### src/swmm_pkg.sv
// ----------------------------------------------------------------------------
// swmm_pkg
// Shared types and constants for the sliding window minimum/maximum block.
// ----------------------------------------------------------------------------
package swmm_pkg;

  localparam int unsigned CAPACITY_DEF = 64;
  localparam int unsigned DATA_W       = 32;

  localparam logic signed [DATA_W-1:0] DATA_MIN = {1'b1, {(DATA_W-1){1'b0}}};
  localparam logic signed [DATA_W-1:0] DATA_MAX = {1'b0, {(DATA_W-1){1'b1}}};

  typedef enum logic [2:0] {
    ST_IDLE,
    ST_EVICT,
    ST_SCAN,
    ST_DRAIN,
    ST_DONE
  } swmm_state_e;

  // Strobes from the sequencer to the sample store.
  typedef struct packed {
    logic wr_en;
    logic rd_en;
  } swmm_mem_ctl_t;

endpackage

### src/swmm_store.sv
// ----------------------------------------------------------------------------
// swmm_store
// Ring store of samples: one write port and one read port with registered
// read data.
// ----------------------------------------------------------------------------
module swmm_store
  import swmm_pkg::*;
#(
  parameter int unsigned CAPACITY = CAPACITY_DEF,
  localparam int unsigned AddrW = $clog2(CAPACITY)
) (
  input  logic                     clk_i,
  input  swmm_mem_ctl_t            ctl_i,
  input  logic [AddrW-1:0]         wr_addr_i,
  input  logic signed [DATA_W-1:0] wr_data_i,
  input  logic [AddrW-1:0]         rd_addr_i,
  output logic signed [DATA_W-1:0] rd_data_o
);

  logic signed [DATA_W-1:0] mem [CAPACITY];
  logic signed [DATA_W-1:0] rd_data_q;

  always_ff @(posedge clk_i) begin
    if (ctl_i.wr_en) begin
      mem[wr_addr_i] <= wr_data_i;
    end
  end

  always_ff @(posedge clk_i) begin
    if (ctl_i.rd_en) begin
      rd_data_q <= mem[rd_addr_i];
    end
  end

  assign rd_data_o = rd_data_q;

endmodule

### src/swmm_minmax_unit.sv
// ----------------------------------------------------------------------------
// swmm_minmax_unit
// Shared compare unit: folds one candidate into a maximum and a minimum.
// ----------------------------------------------------------------------------
module swmm_minmax_unit
  import swmm_pkg::*;
(
  input  logic signed [DATA_W-1:0] cand_i,
  input  logic signed [DATA_W-1:0] hi_i,
  input  logic signed [DATA_W-1:0] lo_i,
  output logic signed [DATA_W-1:0] hi_o,
  output logic signed [DATA_W-1:0] lo_o
);

  assign hi_o = (cand_i > hi_i) ? cand_i : hi_i;
  assign lo_o = (cand_i < lo_i) ? cand_i : lo_i;

endmodule

### src/sliding_window_min_max_top.sv
// ----------------------------------------------------------------------------
// sliding_window_min_max_top
// Window maximum and minimum over the last CAPACITY signed samples.
// ----------------------------------------------------------------------------
// Each accepted item writes its sample into a ring store, overwriting the
// oldest entry, and yields one result carrying the window maximum and
// minimum. Entries not yet written since reset count as zero; a fill count
// stands in for clearing the store, so no clearing pass runs after reset.
// An item normally passes from acceptance to result by way of the accept
// step, the read and write of the evicted entry, and the output register load.
// When the evicted entry was the current extreme and the new sample does not
// take its place, the whole store is rescanned through the single store read
// port and one shared compare unit, one entry per cycle, followed by a drain
// step, before the output register is loaded. A new item is not accepted
// until the current one has reached the output register; a result may wait
// there under stall while the next item is already being worked on.
// ----------------------------------------------------------------------------
module sliding_window_min_max_top
  import swmm_pkg::*;
#(
  parameter int unsigned CAPACITY = CAPACITY_DEF
) (
  input  logic                     clk_i,
  input  logic                     rst_ni,
  input  logic                     in_valid_i,
  output logic                     in_stall_o,
  input  logic signed [DATA_W-1:0] sample_i,
  output logic                     out_valid_o,
  input  logic                     out_stall_i,
  output logic signed [DATA_W-1:0] window_max_o,
  output logic signed [DATA_W-1:0] window_min_o
);

  localparam int unsigned AddrW = $clog2(CAPACITY);
  localparam int unsigned CntW  = $clog2(CAPACITY + 1);
  localparam logic [AddrW-1:0] LastAddr = AddrW'(CAPACITY - 1);
  localparam logic [CntW-1:0]  FullCnt  = CntW'(CAPACITY);

  swmm_state_e state_q, state_d;

  logic [AddrW-1:0]         wpos_q, wpos_d;
  logic [CntW-1:0]          fill_q, fill_d;
  logic [AddrW-1:0]         scan_q, scan_d;
  logic                     pend_q, pend_d;
  logic                     rd_zero_q, rd_zero_d;
  logic                     out_valid_q, out_valid_d;
  logic signed [DATA_W-1:0] max_q, max_d;
  logic signed [DATA_W-1:0] min_q, min_d;
  logic signed [DATA_W-1:0] sample_q;
  logic signed [DATA_W-1:0] win_max_q;
  logic signed [DATA_W-1:0] win_min_q;

  swmm_mem_ctl_t            mem_ctl;
  logic [AddrW-1:0]         rd_addr;
  logic signed [DATA_W-1:0] rd_data;
  logic signed [DATA_W-1:0] stored;
  logic signed [DATA_W-1:0] cand;
  logic signed [DATA_W-1:0] unit_hi;
  logic signed [DATA_W-1:0] unit_lo;
  logic                     in_acc;
  logic                     out_free;
  logic                     rescan;

  assign in_acc   = in_valid_i && (state_q == ST_IDLE);
  assign out_free = !out_valid_q || !out_stall_i;

  // An entry at or beyond the fill count has not been written since reset.
  assign stored = rd_zero_q ? '0 : rd_data;

  assign rescan = ((stored == max_q) && (stored > sample_q)) ||
                  ((stored == min_q) && (stored < sample_q));

  // The compare unit sees the new sample while the evicted entry is checked,
  // and the stored entries during a rescan.
  assign cand = (state_q == ST_EVICT) ? sample_q : stored;

  swmm_store #(
    .CAPACITY (CAPACITY)
  ) u_store (
    .clk_i     (clk_i),
    .ctl_i     (mem_ctl),
    .wr_addr_i (wpos_q),
    .wr_data_i (sample_q),
    .rd_addr_i (rd_addr),
    .rd_data_o (rd_data)
  );

  swmm_minmax_unit u_unit (
    .cand_i (cand),
    .hi_i   (max_q),
    .lo_i   (min_q),
    .hi_o   (unit_hi),
    .lo_o   (unit_lo)
  );

  always_comb begin
    state_d = state_q;
    case (state_q)
      ST_IDLE: begin
        if (in_valid_i) begin
          state_d = ST_EVICT;
        end
      end
      ST_EVICT: begin
        state_d = rescan ? ST_SCAN : ST_DONE;
      end
      ST_SCAN: begin
        if (scan_q == LastAddr) begin
          state_d = ST_DRAIN;
        end
      end
      ST_DRAIN: begin
        state_d = ST_DONE;
      end
      ST_DONE: begin
        if (out_free) begin
          state_d = ST_IDLE;
        end
      end
      default: begin
        state_d = ST_IDLE;
      end
    endcase
  end

  always_comb begin
    mem_ctl     = '0;
    rd_addr     = wpos_q;
    wpos_d      = wpos_q;
    fill_d      = fill_q;
    scan_d      = scan_q;
    pend_d      = 1'b0;
    rd_zero_d   = rd_zero_q;
    max_d       = max_q;
    min_d       = min_q;
    out_valid_d = out_valid_q && out_stall_i;
    case (state_q)
      ST_IDLE: begin
        if (in_valid_i) begin
          mem_ctl.rd_en = 1'b1;
          rd_zero_d     = !(CntW'(wpos_q) < fill_q);
        end
      end
      ST_EVICT: begin
        mem_ctl.wr_en = 1'b1;
        wpos_d        = (wpos_q == LastAddr) ? '0 : wpos_q + 1'b1;
        fill_d        = (fill_q == FullCnt) ? fill_q : fill_q + 1'b1;
        scan_d        = '0;
        if (rescan) begin
          max_d = DATA_MIN;
          min_d = DATA_MAX;
        end else begin
          max_d = unit_hi;
          min_d = unit_lo;
        end
      end
      ST_SCAN: begin
        mem_ctl.rd_en = 1'b1;
        rd_addr       = scan_q;
        // The fill count already includes the entry written for this item.
        rd_zero_d     = !(CntW'(scan_q) < fill_q);
        pend_d        = 1'b1;
        scan_d        = scan_q + 1'b1;
        if (pend_q) begin
          max_d = unit_hi;
          min_d = unit_lo;
        end
      end
      ST_DRAIN: begin
        max_d = unit_hi;
        min_d = unit_lo;
      end
      ST_DONE: begin
        if (out_free) begin
          out_valid_d = 1'b1;
        end
      end
      default: begin
      end
    endcase
  end

  always_ff @(posedge clk_i or negedge rst_ni) begin
    if (!rst_ni) begin
      state_q     <= ST_IDLE;
      wpos_q      <= '0;
      fill_q      <= '0;
      scan_q      <= '0;
      pend_q      <= 1'b0;
      rd_zero_q   <= 1'b1;
      out_valid_q <= 1'b0;
      max_q       <= '0;
      min_q       <= '0;
    end else begin
      state_q     <= state_d;
      wpos_q      <= wpos_d;
      fill_q      <= fill_d;
      scan_q      <= scan_d;
      pend_q      <= pend_d;
      rd_zero_q   <= rd_zero_d;
      out_valid_q <= out_valid_d;
      max_q       <= max_d;
      min_q       <= min_d;
    end
  end

  always_ff @(posedge clk_i) begin
    if (in_acc) begin
      sample_q <= sample_i;
    end
    if ((state_q == ST_DONE) && out_free) begin
      win_max_q <= max_q;
      win_min_q <= min_q;
    end
  end

  assign in_stall_o   = (state_q != ST_IDLE);
  assign out_valid_o  = out_valid_q;
  assign window_max_o = win_max_q;
  assign window_min_o = win_min_q;

endmodule
### config.mk
export PLATFORM = sky130hd
export DESIGN_NAME = sliding_window_min_max_top
export DESIGN_NICKNAME = d
export VERILOG_FILES = /design/src/swmm_pkg.sv /design/src/swmm_store.sv /design/src/swmm_minmax_unit.sv /design/src/sliding_window_min_max_top.sv
export SDC_FILE = /design/constraint.sdc
export NUM_CORES = 2
export LEC_CHECK = 0
export BUFFER_PORTS_ARGS = -buffer_cell sky130_fd_sc_hd__buf_2
export CAP_MARGIN = 20
export CORE_MARGIN = 2
export CORE_UTILIZATION = 26
export CTS_BUF_LIST = sky130_fd_sc_hd__clkbuf_2 sky130_fd_sc_hd__clkbuf_4 sky130_fd_sc_hd__clkbuf_8
export CTS_CLUSTER_SIZE = 28
export DETAILED_ROUTE_END_ITERATION = 16
export PLACE_DENSITY_LB_ADDON = 0.08
export SLEW_MARGIN = 20
export SYNTH_ARGS = -nofsm -noshare
export SYNTH_HDL_FRONTEND = slang
export SYNTH_SLANG_ARGS = --single-unit
### constraint.sdc
create_clock -name clk_i -period 6.57 [get_ports clk_i]
set_input_delay 1.314 -clock clk_i [delete_from_list [all_inputs] [get_ports clk_i]]
set_output_delay 1.314 -clock clk_i [all_outputs]
set_load 0.02 [all_outputs]
==> results.md <==
- Drt drc: 0
- Post-synth top area share: between 70% and 80%
- Final slew viol count: 0
- PD cells: 435 nW/um2
- Sequential area share after synthesis: 74.4%
- Main synth FF type: edfxtp_1
- R2R Path End: min_q[21]
- Die Ht: 595 um
- First-pass GRT wire length: 441000 um
- Unrepaired setup endpoints after global routing: false
- Avg Cell Area, Syn: 18.7 um2
- Clock share of power: 28.5%
- Share of cells above drive strength 1: 27.6%
- Cell with the most instances after synthesis: edfxtp_1
- Worst-skew pair later-pin latency: 1.08 ns
- Critical path startpoint category: flip-flop
- Die W: between 500 and 600 um
- Antenna violations before repair: between 40 and 50
- Hold_buf cts: 0
- Status: completed
- TritonCTS buffer count: 413
- Io pins: 102
- Worst EP required: between 7 and 8 ns
- Setup Fix Bufs, Post-CTS: 0
- Reg-to-reg critical path startpoint: state_q[1]
- Min Clock Period, post-route: 5.23 ns
- Fin worst setup slack: 1.34 ns
- FFs w/ async S/R, synth: 3.93%
- Max-Cap Viols: 0
- Vias: 49200
- Post-synthesis cell count: 4867
- Placement Rows: between 200 and 250
- CP bufs+invs: 3
- Seq pwr share: between 30% and 40%
- Worst-path clk slew: around 0.070 ns
- Setup TNS Final: 0 ns
- Core ar.: 347000 um2
- Final ANT Viol Nets: 0
- Vias in the first global route: about 51000
- Worst hold path class: primary input to async pin
- PostCTS Resize Cnt: 0
- DR pass1 iterations: 5
- Top cells by count, synth: edfxtp_1, nand2_1, mux4_2, nor2_1, inv_1
- Hold Vio Cnt, Final: 0
- Final nets: 5508
- Via/cell ratio: 4.78
- Highest clock rate: 0.191 GHz
- Worst-Margin Slew: between 1 and 1.5 ns
- Clk sinks: 2265
- Worst Path Max Fanout: 45
- Critical path type: flip-flop to flip-flop
- Switching power share of the total: 36.6%
- Count of final setup violators: 0
- Root Buffer: clkbuf_8
- Number of port buffers: 101
- Flop2flop setup slack: 1.34 ns
- Max incr delay on CP: 0.65 ns
- Synth area leaders: edfxtp_1, mux4_2, dfrtp_1, nand2_1, ha_1
- Synthesized flop and latch total: 2265
- CTS tree: built
- Crit share post-route: 79.5%
- Die area: between 300000 and 400000 um2
- Library cells used by synthesis: 76
- Routed wire length: around 320000 um
- Number of flops mapped to enable cells by yosys: 2176
- Delay-heaviest family, CP: simple AND/OR/NAND/NOR gates
- Initial core utilization: between 20% and 30%
- Slew margin rel.: 20.7%
- Detailed Place HPWL: 199000 um
- Switching power: 17.0 mW
- Comb pwr share: roughly a third
- Syn Std Cell Area: 90800 um2
- Synth warn: 0
- Area grow syn2layout: 17.3%
- Post-synth top area cell: edfxtp_1
- Int Power: 29.4 mW
- Leakage Power: roughly 35 nW
- GRT Total Usage: between 10% and 20%
- Worst vdd ir: 298 uV
- Clock tree buffer depth: 4
- Final GP Congestion: 0.829
- Clock Skew: about 0.070 ns
- CP arrival: 6.15 ns
- GR Overflow Total: 0
- H-Tree Depth: 5
- Initial DRC count: 4665
- Largest net degree at the start of global routing: 99
- Worst path slowest cell: or2_2
- Worst path cell trace: nand2b_2 > buf_4 > nor2_1 > a21oi_1 > inv_1 > ha_1 > a21oi_1 > nand2_1 > a221oi_1 > o21ai_1 > a31oi_1 > mux2_1 > or2_2 > buf_4 > nand2_1 > o211ai_1
- CP Capture Type: flip-flop
- Worst Reg2Reg Path Length in Cells: 16
- Wire per inst: 31.4 um
- Post-synth net total: 5010
- Dpl ws: 1.30 ns
- Post-layout util: 30.7%
metrics by stage:
stage | instances | hold slack (ns) | area [um2] | power (mW)
after floorplan | 4867 | 0.445 | 90800 | 26.5
after global placement | 9525 | 0.471 | 98500 | 33.9
after detailed placement | 9527 | 0.471 | 98500 | 33.8
after CTS | 10300 | 0.0660 | 106000 | 47.3
after global routing | 10300 | 0.163 | 106000 | 48.6
final | 10300 | 0.195 | 106000 | 46.3
worst max path at each step:
stage | start | depth (start not counted) | endpoint | slack, ns
3_5_place_dp | state_q[1] | 16 | min_q[21] | 1.30
4_1_cts | state_q[2] | 17 | min_q[21] | 1.26
3_3_place_gp | state_q[1] | 16 | min_q[18] | 1.29
6_report | state_q[1] | 16 | min_q[21] | 1.34
2_1_floorplan | out_stall_i | 1 | window_max_o[0] | 1.62
5_1_grt | state_q[2] | 17 | min_q[22] | 0.98
flip-flops by register name, indices dropped and copies added, names as in the netlist:
signal and count:
min_q 32, wpos_q 6, scan_q 6, max_q 32, u_store.rd_data_o 32, sample_q 32
window_min_o 32, pend_q 1, out_valid_o 1, state_q 3, rd_zero_q 1, fill_q 7
u_store.mem 2048, window_max_o 32
cell families after synthesis:
kind of cell | synth area share, %
AOI/OAI and AO/OA | 4.02
xor gates and xnor gates | 0.376
adders and majority gates | 1.47
buffers and inverters | 1.98
DFF | 74.4
muxes | 12.8
and+or+nand+nor | 4.92
placed cells by master (no fill, tap or decap), types with 68 or more instances in the layout:
cell,netlist,final
mux4_2,512,512
clkbuf_8,0,423
o21ai_0,112,112
buf_2,98,100
ha_1,107,107
nand3_1,83,82
edfxtp_1,2176,2176
nor2_1,152,89
clkbuf_4,0,128
nand2_1,544,540
a21oi_1,76,75
a211oi_1,68,68
a31oi_1,92,92
dfrtp_1,88,88
buf_4,28,213
inv_1,138,137
clkinv_1,0,116
worst reg2reg max path, stage by stage, from the launching register on:
cell      delay (ns)
dfrtp_1         0.59
nand2b_2        0.63
buf_4           0.36
nor2_1          0.06
a21oi_1         0.46
inv_1           0.13
ha_1            0.34
a21oi_1         0.17
nand2_1         0.08
a221oi_1        0.32
o21ai_1         0.17
a31oi_1         0.22
mux2_1          0.37
or2_2           0.66
buf_4           0.39
nand2_1         0.09
o211ai_1        0.09
routing by layer:
| layer | track usage, % | part of all wire [%] | up-vias |
|---|---|---|---|
| met4 | 5.03 | 2.6 | 2 |
| met5 | 0 | 0.0040 | - |
| met1 | 24.5 | 44 | 26500 |
| met3 | 2.95 | 5.6 | 463 |
| met2 | 29.6 | 48 | 1537 |
| li1 | - | - | 20700 |
final cells by class:
| cell class | instances | area, um2 |
|---|---|---|
| multi-input cells | 2201 | 22000 |
| clock buffers | 551 | 6780 |
| repair buffers | 345 | 2750 |
| diodes | 15 | 37.5 |
| well taps | 4578 | 5730 |
| clock inverters | 191 | 1140 |
| fillers | 33800 | 240000 |
| inverters | 139 | 522 |
| flip-flops and latches | 2265 | 67600 |
power groups by stage:
stage / logic [mW] / registers [mW] / clock network, mW
after floorplan: 8.64 / 17.9 / 0
after global placement: 15.7 / 18.2 / 0
after detailed placement: 15.7 / 18.2 / 0
after CTS: 15.7 / 17.9 / 13.7
after global routing: 16.4 / 17.9 / 14.2
final: 15.2 / 17.9 / 13.2
(Power assumes the default switching activity.)
